<file path="src/design/mst_pkg.sv">
// Shared types and constants for the multi-slot timer block.
// Used by the front, back and top modules; depends on nothing.
`timescale 1ns / 1ps
`default_nettype none
package mst_pkg;

  // Field widths of the input and result words
  localparam int ACTION_W = 3;
  localparam int SLOT_W   = 4;
  localparam int TICK_W   = 32;
  localparam int STEP_W   = 16;

  // Configuration port
  localparam int ADDR_W = 3;
  localparam int DATA_W = 32;
  localparam logic ADDR_TICK_STEP = 1'b0;  // word index of tick_step
  localparam logic [STEP_W-1:0] TICK_STEP_RESET = 16'd1;

  // Defaults for the slot table and the queues
  localparam int SLOTS_DEF     = 16;
  localparam int CMD_DEPTH_DEF = 2;
  localparam int RES_DEPTH_DEF = 2;

  // Action codes of the input word
  localparam logic [ACTION_W-1:0] ACT_INIT  = 3'd0;
  localparam logic [ACTION_W-1:0] ACT_START = 3'd1;
  localparam logic [ACTION_W-1:0] ACT_STOP  = 3'd2;
  localparam logic [ACTION_W-1:0] ACT_TICK  = 3'd3;
  localparam logic [ACTION_W-1:0] ACT_SCAN  = 3'd4;

  // Classified operations handed from front to back
  localparam logic [2:0] OP_NOP   = 3'd0;
  localparam logic [2:0] OP_INIT  = 3'd1;
  localparam logic [2:0] OP_START = 3'd2;
  localparam logic [2:0] OP_STOP  = 3'd3;
  localparam logic [2:0] OP_TICK  = 3'd4;
  localparam logic [2:0] OP_SCAN  = 3'd5;

  // Result kinds and status codes
  localparam logic KIND_STATUS  = 1'b0;
  localparam logic KIND_FIRED   = 1'b1;
  localparam logic STATUS_OK    = 1'b0;
  localparam logic STATUS_BUSY  = 1'b1;

  typedef struct packed {
    logic [2:0]        op;
    logic [SLOT_W-1:0] slot;
    logic [TICK_W-1:0] first_delay;
    logic [TICK_W-1:0] period;
  } cmd_t;

  typedef struct packed {
    logic              kind;
    logic [SLOT_W-1:0] fired_slot;
    logic              status;
    logic              last;
  } res_t;

endpackage
`default_nettype wire

</file>
<file path="src/design/mst_fifo.sv">
// Small register queue used between front and back and on the result side.
// Depends on nothing; width and depth come from the instantiating module.
`timescale 1ns / 1ps
`default_nettype none
module mst_fifo #(
  parameter int W     = 8,
  parameter int DEPTH = 2
) (
  input  logic         clk,
  input  logic         rst,
  input  logic         push,
  input  logic [W-1:0] din,
  output logic         full,
  input  logic         pop,
  output logic [W-1:0] dout,
  output logic         empty
);
  localparam int AW = (DEPTH > 1) ? $clog2(DEPTH) : 1;
  localparam int CW = $clog2(DEPTH + 1);

  logic [W-1:0]  mem [DEPTH];
  logic [AW-1:0] wr_ptr;
  logic [AW-1:0] rd_ptr;
  logic [CW-1:0] count;
  logic          do_push;
  logic          do_pop;

  assign full    = (count == CW'(DEPTH));
  assign empty   = (count == '0);
  assign do_push = push && !full;
  assign do_pop  = pop && !empty;
  assign dout    = mem[rd_ptr];

  // store incoming words
  always_ff @(posedge clk) begin
    if (do_push) begin
      mem[wr_ptr] <= din;
    end
  end

  // advance pointers and fill count
  always_ff @(posedge clk) begin
    if (rst) begin
      wr_ptr <= '0;
      rd_ptr <= '0;
      count  <= '0;
    end else begin
      if (do_push) begin
        wr_ptr <= (wr_ptr == AW'(DEPTH - 1)) ? '0 : AW'(wr_ptr + 1'b1);
      end
      if (do_pop) begin
        rd_ptr <= (rd_ptr == AW'(DEPTH - 1)) ? '0 : AW'(rd_ptr + 1'b1);
      end
      if (do_push && !do_pop) begin
        count <= CW'(count + 1'b1);
      end else if (do_pop && !do_push) begin
        count <= CW'(count - 1'b1);
      end
    end
  end
endmodule
`default_nettype wire

</file>
<file path="src/design/mst_front.sv">
// Front end: decodes the input word into a back-end operation.
// Depends on mst_pkg for codes and the command type.
`timescale 1ns / 1ps
`default_nettype none
module mst_front #(
  parameter int SLOTS = mst_pkg::SLOTS_DEF
) (
  input  logic [mst_pkg::ACTION_W-1:0] action,
  input  logic [mst_pkg::SLOT_W-1:0]   slot,
  input  logic [mst_pkg::TICK_W-1:0]   first_delay,
  input  logic [mst_pkg::TICK_W-1:0]   period,
  output mst_pkg::cmd_t                cmd
);
  import mst_pkg::*;

  logic slot_ok;

  // slots beyond the table turn init, start and stop into no-ops
  assign slot_ok = ({26'd0, slot} < 30'(SLOTS));

  always_comb begin
    cmd.slot        = slot;
    cmd.first_delay = first_delay;
    cmd.period      = period;
    unique case (action)
      ACT_INIT:  cmd.op = slot_ok ? OP_INIT  : OP_NOP;
      ACT_START: cmd.op = slot_ok ? OP_START : OP_NOP;
      ACT_STOP:  cmd.op = slot_ok ? OP_STOP  : OP_NOP;
      ACT_TICK:  cmd.op = OP_TICK;
      ACT_SCAN:  cmd.op = OP_SCAN;
      default:   cmd.op = OP_NOP;
    endcase
  end
endmodule
`default_nettype wire

</file>
<file path="src/design/mst_back.sv">
// Back end: tick counter, slot tables and the expiry scan sequencer.
// Depends on mst_pkg; takes commands from a queue, pushes result words.
`timescale 1ns / 1ps
`default_nettype none
module mst_back #(
  parameter int SLOTS = mst_pkg::SLOTS_DEF
) (
  input  logic                       clk,
  input  logic                       rst,
  input  logic [mst_pkg::STEP_W-1:0] tick_step,
  input  mst_pkg::cmd_t              cmd,
  input  logic                       cmd_empty,
  output logic                       cmd_pop,
  output mst_pkg::res_t              res,
  input  logic                       res_full,
  output logic                       res_push
);
  import mst_pkg::*;

  localparam int IW = (SLOTS > 1) ? $clog2(SLOTS) : 1;

  localparam logic [1:0] ST_IDLE = 2'd0;
  localparam logic [1:0] ST_RD   = 2'd1;
  localparam logic [1:0] ST_EV   = 2'd2;
  localparam logic [1:0] ST_END  = 2'd3;

  logic [1:0] state;
  logic [1:0] state_next;

  logic [TICK_W-1:0] tick_count;
  logic [SLOTS-1:0]  active;
  logic [SLOTS-1:0]  written;

  // slot tables
  logic [TICK_W-1:0] start_mem [SLOTS];
  logic [TICK_W-1:0] intv_mem  [SLOTS];
  logic [TICK_W-1:0] reld_mem  [SLOTS];

  logic [TICK_W-1:0] rd_start;
  logic [TICK_W-1:0] rd_intv;
  logic [TICK_W-1:0] rd_reld;
  logic              rd_vld;

  logic [IW-1:0] idx;
  logic [IW-1:0] idx_inc;
  logic [IW-1:0] slot_idx;
  logic          idx_last;

  logic [TICK_W-1:0] cur_start;
  logic [TICK_W-1:0] cur_intv;
  logic [TICK_W-1:0] cur_reld;
  logic [TICK_W-1:0] elapsed;
  logic              fire;
  logic              advance;

  logic              rd_en;
  logic [IW-1:0]     rd_addr;
  logic              wr_en;
  logic              wr_init;
  logic [IW-1:0]     wr_addr;
  logic [TICK_W-1:0] wr_intv;

  assign slot_idx = IW'(cmd.slot);
  assign idx_inc  = IW'(idx + 1'b1);
  assign idx_last = (idx == IW'(SLOTS - 1));

  // never-written entries read as zero
  assign cur_start = rd_vld ? rd_start : '0;
  assign cur_intv  = rd_vld ? rd_intv  : '0;
  assign cur_reld  = rd_vld ? rd_reld  : '0;

  // wrap-safe expiry check against the frozen tick count
  assign elapsed = tick_count - cur_start;
  assign fire    = (state == ST_EV) && active[idx] && (elapsed >= cur_intv);
  assign advance = !fire || !res_full;

  assign cmd_pop = (state == ST_IDLE) && !cmd_empty && !res_full;

  // table read port: prefetch next slot while evaluating this one
  assign rd_en   = (state == ST_RD) || ((state == ST_EV) && advance && !idx_last);
  assign rd_addr = (state == ST_RD) ? idx : idx_inc;

  // table write port: init from the front, reload from the scan
  assign wr_init = cmd_pop && (cmd.op == OP_INIT);
  assign wr_en   = wr_init || (fire && advance && (cur_reld != '0));
  assign wr_addr = (state == ST_IDLE) ? slot_idx : idx;
  assign wr_intv = (state == ST_IDLE) ? cmd.first_delay : cur_reld;

  always_ff @(posedge clk) begin
    if (wr_en) begin
      start_mem[wr_addr] <= tick_count;
      intv_mem[wr_addr]  <= wr_intv;
    end
    if (wr_init) begin
      reld_mem[wr_addr] <= cmd.period;
    end
    if (rd_en) begin
      rd_start <= start_mem[rd_addr];
      rd_intv  <= intv_mem[rd_addr];
      rd_reld  <= reld_mem[rd_addr];
    end
  end

  // result word and push
  always_comb begin
    res      = '0;
    res_push = 1'b0;
    unique case (state)
      ST_IDLE: begin
        res.kind = KIND_STATUS;
        res.last = 1'b1;
        if (cmd.op == OP_START && active[slot_idx]) begin
          res.status = STATUS_BUSY;
        end else begin
          res.status = STATUS_OK;
        end
        res_push = cmd_pop && (cmd.op != OP_SCAN);
      end
      ST_EV: begin
        res.kind       = KIND_FIRED;
        res.fired_slot = SLOT_W'(idx);
        res_push       = fire && !res_full;
      end
      ST_END: begin
        res.last = 1'b1;
        res_push = !res_full;
      end
      default: begin
        res_push = 1'b0;
      end
    endcase
  end

  // sequencer next state
  always_comb begin
    state_next = state;
    unique case (state)
      ST_IDLE: begin
        if (cmd_pop && cmd.op == OP_SCAN) state_next = ST_RD;
      end
      ST_RD: begin
        state_next = ST_EV;
      end
      ST_EV: begin
        if (advance && idx_last) state_next = ST_END;
      end
      ST_END: begin
        if (!res_full) state_next = ST_IDLE;
      end
      default: begin
        state_next = ST_IDLE;
      end
    endcase
  end

  // control state, tick count and slot flags
  always_ff @(posedge clk) begin
    if (rst) begin
      state      <= ST_IDLE;
      tick_count <= '0;
      active     <= '0;
      written    <= '0;
      idx        <= '0;
      rd_vld     <= 1'b0;
    end else begin
      state <= state_next;
      if (rd_en) begin
        rd_vld <= written[rd_addr];
      end
      if (cmd_pop) begin
        unique case (cmd.op)
          OP_INIT:  written[slot_idx] <= 1'b1;
          OP_START: active[slot_idx]  <= 1'b1;
          OP_STOP:  active[slot_idx]  <= 1'b0;
          OP_TICK:  tick_count <= tick_count + TICK_W'(tick_step);
          OP_SCAN:  idx <= '0;
          default:  ;
        endcase
      end
      if (state == ST_EV && advance) begin
        if (fire && cur_reld == '0) begin
          active[idx] <= 1'b0;
        end
        if (!idx_last) begin
          idx <= idx_inc;
        end
      end
    end
  end
endmodule
`default_nettype wire

</file>
<file path="src/design/multi_slot_software_timer_top.sv">
// Top level of the multi-slot timer: configuration port, queues, front and back.
// Depends on mst_pkg, mst_fifo, mst_front and mst_back.
//
// Timer table with SLOTS slots on a 32-bit tick count. Commands enter through a
// queue-style push/full port and results leave through empty/pop. Init, start,
// stop, tick and unknown actions each give one status word. A scan walks the
// slot table through its single read port, one slot per cycle with the next
// slot prefetched, stalling on a fired slot while the result queue is full;
// it gives one word per fired slot in ascending order and then a closing word.
// A command queue lets new words enter while a scan runs. tick_step sits at
// byte address 0 of the configuration port and resets to 1.
`timescale 1ns / 1ps
`default_nettype none
module multi_slot_software_timer_top #(
  parameter int SLOTS = mst_pkg::SLOTS_DEF
) (
  input  logic                         clk,
  input  logic                         rst,
  // command side
  input  logic                         push,
  output logic                         full,
  input  logic [mst_pkg::ACTION_W-1:0] action,
  input  logic [mst_pkg::SLOT_W-1:0]   slot,
  input  logic [mst_pkg::TICK_W-1:0]   first_delay,
  input  logic [mst_pkg::TICK_W-1:0]   period,
  // result side
  output logic                         empty,
  input  logic                         pop,
  output logic                         kind,
  output logic [mst_pkg::SLOT_W-1:0]   fired_slot,
  output logic                         status,
  output logic                         last,
  // configuration
  input  logic                         psel,
  input  logic                         penable,
  input  logic                         pwrite,
  input  logic [mst_pkg::ADDR_W-1:0]   paddr,
  input  logic [mst_pkg::DATA_W-1:0]   pwdata,
  output logic [mst_pkg::DATA_W-1:0]   prdata,
  output logic                         pready
);
  import mst_pkg::*;

  localparam int CMD_W = $bits(cmd_t);
  localparam int RES_W = $bits(res_t);

  logic [STEP_W-1:0] tick_step;
  cmd_t              cmd_in;
  cmd_t              cmd_out;
  logic [CMD_W-1:0]  cmd_q;
  logic              cmd_empty;
  logic              cmd_pop;
  res_t              res_in;
  res_t              res_out;
  logic [RES_W-1:0]  res_q;
  logic              res_full;
  logic              res_push;
  logic              cfg_wr;

  // configuration register
  assign pready = 1'b1;
  assign cfg_wr = psel && penable && pwrite && pready;
  assign prdata = (paddr[2] == ADDR_TICK_STEP) ? DATA_W'(tick_step) : '0;

  always_ff @(posedge clk) begin
    if (rst) begin
      tick_step <= TICK_STEP_RESET;
    end else if (cfg_wr && paddr[2] == ADDR_TICK_STEP) begin
      tick_step <= pwdata[STEP_W-1:0];
    end
  end

  // decode incoming words
  mst_front #(.SLOTS(SLOTS)) u_front (
    .action      (action),
    .slot        (slot),
    .first_delay (first_delay),
    .period      (period),
    .cmd         (cmd_in)
  );

  // hold decoded commands between front and back
  mst_fifo #(.W(CMD_W), .DEPTH(CMD_DEPTH_DEF)) u_cmd_q (
    .clk   (clk),
    .rst   (rst),
    .push  (push),
    .din   (cmd_in),
    .full  (full),
    .pop   (cmd_pop),
    .dout  (cmd_q),
    .empty (cmd_empty)
  );
  assign cmd_out = cmd_q;

  // execute commands
  mst_back #(.SLOTS(SLOTS)) u_back (
    .clk       (clk),
    .rst       (rst),
    .tick_step (tick_step),
    .cmd       (cmd_out),
    .cmd_empty (cmd_empty),
    .cmd_pop   (cmd_pop),
    .res       (res_in),
    .res_full  (res_full),
    .res_push  (res_push)
  );

  // hold result words until taken
  mst_fifo #(.W(RES_W), .DEPTH(RES_DEPTH_DEF)) u_res_q (
    .clk   (clk),
    .rst   (rst),
    .push  (res_push),
    .din   (res_in),
    .full  (res_full),
    .pop   (pop),
    .dout  (res_q),
    .empty (empty)
  );
  assign res_out    = res_q;
  assign kind       = res_out.kind;
  assign fired_slot = res_out.fired_slot;
  assign status     = res_out.status;
  assign last       = res_out.last;
endmodule
`default_nettype wire
</file>
<file path="config.mk">
export PLATFORM = sky130hd
export DESIGN_NAME = multi_slot_software_timer_top
export DESIGN_NICKNAME = d
export VERILOG_FILES = /design/src/design/mst_pkg.sv /design/src/design/mst_fifo.sv /design/src/design/mst_front.sv /design/src/design/mst_back.sv /design/src/design/multi_slot_software_timer_top.sv
export SDC_FILE = /design/constraint.sdc
export NUM_CORES = 2
export LEC_CHECK = 0
export BUFFER_PORTS_ARGS = -buffer_cell sky130_fd_sc_hd__buf_2
export CORE_MARGIN = 5
export CORE_UTILIZATION = 60
export DETAILED_ROUTE_END_ITERATION = 16
export GPL_TIMING_DRIVEN = 1
export PLACE_DENSITY = 0.78
export SLEW_MARGIN = 40
export SYNTH_ARGS = -nofsm -noshare
export SYNTH_HDL_FRONTEND = slang
export SYNTH_HIERARCHICAL = 1
export SYNTH_SLANG_ARGS = --single-unit
</file>
<file path="constraint.sdc">
create_clock -name clk -period 18.3 [get_ports clk]
set_clock_uncertainty 0.1 [all_clocks]
set_input_delay 1.83 -clock clk [delete_from_list [all_inputs] [get_ports clk]]
set_output_delay 1.83 -clock clk [all_outputs]
set_load 0.02 [all_outputs]
</file>
* Yosys cells after proc, flatten, opt, wreduce, memory -nomap -nowiden
Memory sizes are Yosys's and may differ from the RTL's. A register that Yosys moved wholly into a read port is not among the register bits. Index checks and enable logic that the tools add are counted.
Word-level totals: register bits 95, memory bits (writable) 1692, input bits 113, output and inout bits 42, word-level logic and storage cells 171, memories kept 5
Cells by class: $add $sub $neg 11, order comparisons 6, equal/unequal tests 19, muxes and demuxes 57, bitwise logic cells 7, reduce and logical (&&, ||, !) cells 53
Memories:
- u_back.intv_mem | words 16, bits a word 32, read ports 1, clocked after Yosys merged registers in 1, write ports 1, RTL line mst_back.sv:36 | logic [TICK_W-1:0] intv_mem [SLOTS];
- u_back.reld_mem | words 16, bits a word 32, read ports 1, clocked after Yosys merged registers in 1, write ports 1, RTL line mst_back.sv:37 | logic [TICK_W-1:0] reld_mem [SLOTS];
- u_back.start_mem | words 16, bits a word 32, read ports 1, clocked after Yosys merged registers in 1, write ports 1, RTL line mst_back.sv:35 | logic [TICK_W-1:0] start_mem [SLOTS];
- u_cmd_q.mem | words 2, bits a word 71, read ports 1, clocked after Yosys merged registers in 1, write ports 1, RTL line mst_fifo.sv:21 | logic [W-1:0] mem [DEPTH];
- u_res_q.mem | words 2, bits a word 7, read ports 1, clocked after Yosys merged registers in 1, write ports 1, RTL line mst_fifo.sv:21
Operator list (count):
- two-way mux 32 bit | 4
- two-way mux 16 bit | 5
- adder 32 x 16 -> 32 bit | 1
- bitwise AND 16 bit | 2
- >= comparator 32 bit | 1
- logical NOT 32 bit | 1
- inverter 16 bit | 2
- OR 16 bit | 2
- case mux 16 bit (2 select lines) | 1
- nonzero test 32 bit | 1
- subtractor 32 bit | 1
- logical AND 1 bit | 28
- two-way mux 4 bit | 7
- two-way mux 1 bit | 25
- < comparator 4 x 5 -> 1 bit (second input constant) | 3
- case mux 3 bit (5 select lines) | 1
- two-way mux 2 bit | 7
- binary-select mux 1 bit (select 4 bit) | 3
- equality test 3 x 2 -> 1 bit (second input constant) | 4
- logical NOT 1 bit | 10
- equality test 3 bit (second input constant) | 3
- demux 1 bit (select 4 bit) | 2
- equality test 2 bit (second input constant) | 4
- >= comparator 4 x 1 -> 1 bit (second input constant) | 2
- 20 further kinds | 33

* Depth between registers and ports, before layout
word-level depth 12, gate-level depth with buffers 30, gate-level depth less buffers 29

* Hierarchy
The synthesis kept the hierarchy.
By module, submodules not included:
- mst_back | instances 1, cells an instance 3198, area an instance 67840.1 µm², sequential area each 50428.4 µm²
- mst_fifo at u_cmd_q | instances 1, cells an instance 246, area an instance 5321.4 µm², sequential area each 4364.2 µm²
- multi_slot_software_timer_top | instances 1, cells an instance 106, area an instance 982.2 µm², sequential area each 320.3 µm²
- mst_fifo at u_res_q | instances 1, cells an instance 47, area an instance 721.9 µm², sequential area each 520.5 µm²
- mst_front | instances 1, cells an instance 74, area an instance 544.3 µm², sequential area each 0.0 µm²

* Least setup slack after synthesis
OpenSTA, ideal clock, no wires.
path type reg2reg, start point register u_back.rd_vld, end point memory u_back.intv_mem[0][0], enable pin, library setup time 0.486 ns, arrival 6.930 ns, data required time 17.714 ns, slack 10.784 ns, stages on the path, launching flop included 21, buffers on the path 2, clock period less this slack 7.516 ns, cells stage by stage dfxtp_1 > clkbuf_1 > clkbuf_1 > nand2_1 > ha_1 > a2111o_1 > o211ai_1 > nand3_1 > o311ai_1 > a21oi_1 > a21o_1 > a21oi_1 > xnor2_1 > ha_1 > nand4_1 > nor2_1 > nand2_1 > o31ai_1 > a31o_2 > nand2_1 > nor2_1
Between the ends: cells in the longest elaborated chain, start to end 11, elaborated cells on any way between the ends 14, classes of those cells add/sub (1); order compare (1); mux (5); reduce/logical (7)
RTL lines:
- from (decl) | RTL line mst_back.sv:42 | logic rd_vld;
- from (signal assigned) | RTL line mst_back.sv:168 | rd_vld <= written[rd_addr];
- two-way mux 32 bit | RTL line mst_back.sv:68 | assign cur_start = rd_vld ? rd_start : '0;
- subtractor 32 bit | RTL line mst_back.sv:73 | assign elapsed = tick_count - cur_start;
- >= comparator 32 bit | RTL line mst_back.sv:74 | assign fire = (state == ST_EV) && active[idx] && (elapsed >= cur_intv);
- logical AND 1 bit | RTL line mst_back.sv:74
- logical NOT 1 bit | RTL line mst_back.sv:75 | assign advance = !fire || !res_full;
- logical OR 1 bit | RTL line mst_back.sv:75
- logical AND 1 bit | RTL line mst_back.sv:85 | assign wr_en = wr_init || (fire && advance && (cur_reld != '0));
- logical AND 1 bit * | RTL line mst_back.sv:85
- logical OR 1 bit * | RTL line mst_back.sv:85
- two-way mux 1 bit * | RTL line mst_back.sv:90 | if (wr_en) begin
- two-way mux 1 bit (not written as such) * | RTL line mst_back.sv:92 | intv_mem[wr_addr] <= wr_intv;
- to (decl) | RTL line mst_back.sv:36
Mark *: on every way between the ends. The rest lies on a longest branch, timed or not.

* Final worst setup path
start point register u_back.rd_vld, end point memory u_back.start_mem[12][16], enable pin
Between the ends: cells in the longest elaborated chain, start to end 11, elaborated cells on any way between the ends 14, classes of those cells add/sub (1); order compare (1); mux (5); reduce/logical (7)
RTL lines:
- two-way mux 32 bit | RTL line mst_back.sv:68
- subtractor 32 bit | RTL line mst_back.sv:73
- >= comparator 32 bit | RTL line mst_back.sv:74
- logical AND 1 bit | RTL line mst_back.sv:74
- logical NOT 1 bit | RTL line mst_back.sv:75
- logical OR 1 bit | RTL line mst_back.sv:75
- logical AND 1 bit | RTL line mst_back.sv:85
- logical AND 1 bit * | RTL line mst_back.sv:85
- logical OR 1 bit * | RTL line mst_back.sv:85
- two-way mux 1 bit * | RTL line mst_back.sv:90
- two-way mux 1 bit (not written as such) * | RTL line mst_back.sv:91 | start_mem[wr_addr] <= tick_count;
- to (decl) | RTL line mst_back.sv:35
Marked as above.

==> metrics.txt <==
Max Slew Vio Count=0; static leakage=27.6 nW; Post-synth EDFFs=~1800; Synth area leader=edfxtp_1; Cells after Synth=3671; CP Capture Type=flop; Hold Path Origin=u_back/written[0]; Yosys top cell area share=0.712; HP Class=flop to flop; Port Buffers=119; flops & latches, synth=1885; WL/cell=31.2 microns; list of most frequent post-synthesis cells=1788 x edfxtp_1, 494 x mux4_2, 150 x nand2_1, 126 x nor2_1, 97 x dfxtp_1; worst slew pin tran=0.912 ns; clk sinks=1885; Max IR drop VDD=roughly 0.00011 V; startpoint type of the worst setup path=flop; Power Dens Cells=133 mW/mm^2; GPL Wtd Cong=0.836; Finished Cell Area=0.0837 sq mm; flop2flop setup slack=11.18 ns; Worst-Skew Late Latency=~0.81 ns; Core Util, Final=0.669; Final Non-Filler Cells=5618; 1st-pass router iterations=7; initial core utilization=0.602; fraction of layout cells with a size suffix above 1=0.282; R2R depth=22; via count=37584; Site Rows=130; critical path's slowest cell=nor2_4; critical setup path kind=flop to flop; global route overflow=0; fin crit share=0.389; Avg Inst Size Synth=about 20 sq um; CP Cell Sequence=buf_16 > nand2_1 > ha_1 > a21o_1 > a21o_1 > a21oi_1 > nand3_1 > o311ai_1 > a21oi_1 > a21o_1 > a21oi_1 > xnor2_1 > ha_1 > nand4_1 > nor2_1 > nand2_1 > o31ai_1 > buf_4 > a31o_2 > nand2_1 > nor2_4 > buf_6; Distinct cells, synth=83; drt total wl=175000 microns; Setup TNS=0 ns; top_reg_cell synth=edfxtp_1; Slew Limit Headroom=0.392; Total GRT Usage=0.268; CTS Hold Bufs=0; synth warn=6; setup repair bufs after CTS=0; area of the mapped netlist=0.0754 sq mm; post-CTS sizing=0; htree depth=4; CP top delay family=compound AO/OA/AOI/OAI gates; Final Hold Fails=0; Root Buffer=clkbuf_16; CP max stage delay=just over 0.7 ns; P&R area growth vs syn=11.0%; final net count=4025; Longest Clk Path Bufs=3; CTS tree=built; drt first-iter violations=4941; Hold EP=u_back/written[0]; CP arrival=7.44 ns; Via density=6.69; Fmax=between 0.1 and 0.15 GHz; Total Die Area=0.133 sq mm; die width=365 microns; status=finished clean; clk slew on worst S/H paths=0.06 ns; top-count cell post-synth=edfxtp_1; total CTS buffers=approximately 180; RSZ-0062 raised after global routing=false; DP Wirelength=90700 microns; reg2reg start=u_back/rd_vld; Hold Path Depth=2; Post-synth ARST share=0; initial antenna violation count=1; first-pass GRT wire length=258000 microns; Post-Place Cell Area=0.0781 sq mm; Area contributors post-synth=edfxtp_1 71%, mux4_2 15%, dfxtp_1 2.6%, ha_1 1.5%, mux2_2 1.2%; post-synthesis sequential area ratio=0.738; die height=365 microns; largest net degree at the start of global routing=137; CP Buf/Inv Count=3; number of global-route vias before repair=38875; Core Box Area=about 0.13 sq mm; post-layout min period=7.12 ns; ANT nets after route=0; CP max FO=49; reg2reg end=u_back/start_mem[12][16]; endpoints failing setup=0; Max Cap Viol=0; DRC viols=0; CP required=18.63 ns; Ports=155; Inst Count DP=5287
==> stage by stage <==
stage	hold slack (ns)	power (mW)	setup WS, ns
floorplan	0.331	6.97	10.78
global placement	0.341	7.50	10.87
detailed placement	0.358	7.59	11.35
CTS	0.372	11.2	11.23
global route	0.406	11.5	10.89
finish	0.375	11.1	11.18
==> per-layer routing <==
layer | routed length (microns) | vias to the layer above | track usage
li1 | - | 15294 | -
met1 | 62800 | 19556 | 0.355
met2 | 90600 | 2338 | 0.460
met3 | 15400 | 396 | 0.0412
met4 | 6500 | 0 | 0.101
met5 | 0 | - | 0
==> worst max-delay path by stage <==
| stage | cells past startpoint | to | startpoint |
|---|---|---|---|
| after global placement | 20 | u_back/start_mem[10][12] | u_back/rd_vld |
| final | 22 | u_back/start_mem[12][16] | u_back/rd_vld |
| after floorplan | 20 | u_back/intv_mem[0][0] | u_back/rd_vld |
| after CTS | 22 | u_back/intv_mem[15][3] | u_back/rd_vld |
| after global routing | 24 | u_back/start_mem[15][13] | u_back/rd_vld |
| after detailed placement | 22 | u_back/intv_mem[13][5] | u_back/rd_vld |
==> state kept, by name (all words and copies together) (netlist names), 2 cells and up, named ones only <==
name / flops
u_back/intv_mem: 512
u_back/reld_mem: 512
u_back/start_mem: 512
u_cmd_q/mem: 142
u_back/rd_intv: 32
u_back/rd_reld: 32
u_back/rd_start: 32
u_back/tick_count: 32
tick_step: 16
u_back/active: 16
u_back/written: 16
u_res_q/mem: 14
u_back/idx: 4
u_back/state: 2
u_cmd_q/count: 2
u_res_q/count: 2
==> area by class of cell <==
cell class / instances / area, sq um
Sequential cell: 1885 / 55600
Fill cell: 7540 / 41500
Multi-Input combinational cell: 1515 / 18600
Clock buffer: 231 / 4740
Tap cell: 1650 / 2060
Timing Repair Buffer: 208 / 1720
Clock inverter: 95 / 828
Inverter: 32 / 121
Antenna cell: 2 / 5.00
==> power breakdown <==
part	switching, mW	internal [mW]
clock	1.59	1.97
sequential	0.0911	5.22
combinational	1.28	0.947
==> tightest hold or removal path: cells and delay by family, from the launching register on <==
| family | cells | cell delay [ns] |
|---|---|---|
| compound gates | 1 | 0.04 |
| flops | 1 | 0.33 |
| simple gates | 1 | 0.07 |
==> cells by family after synthesis <==
group | share of synthesized area
muxes | 0.163
buffers and inverters | 0.0209
and+or+nand+nor | 0.0303
adders and majority gates | 0.0153
AOI/OAI and AO/OA | 0.0258
xor gates and xnor gates | 0.00710
other | 0.0000996
DFF | 0.738
==> layout by cell type, fill, tap and decap left out, drive strengths merged, types with 16 or more instances in the layout <==
cell / n
a21o: 30
a21oi: 85
a22o: 32
and2: 16
buf: 208
clkbuf: 231
clkinv: 73
conb: 17
dfxtp: 97
edfxtp: 1788
ha: 89
inv: 42
mux2: 81
mux2i: 21
mux4: 495
nand2: 151
nand2b: 41
nand3: 33
nand4: 16
nor2: 126
nor2b: 32
o21ai: 45
xnor2: 39
xor2: 20
Power figures use the tool's default switching activity.
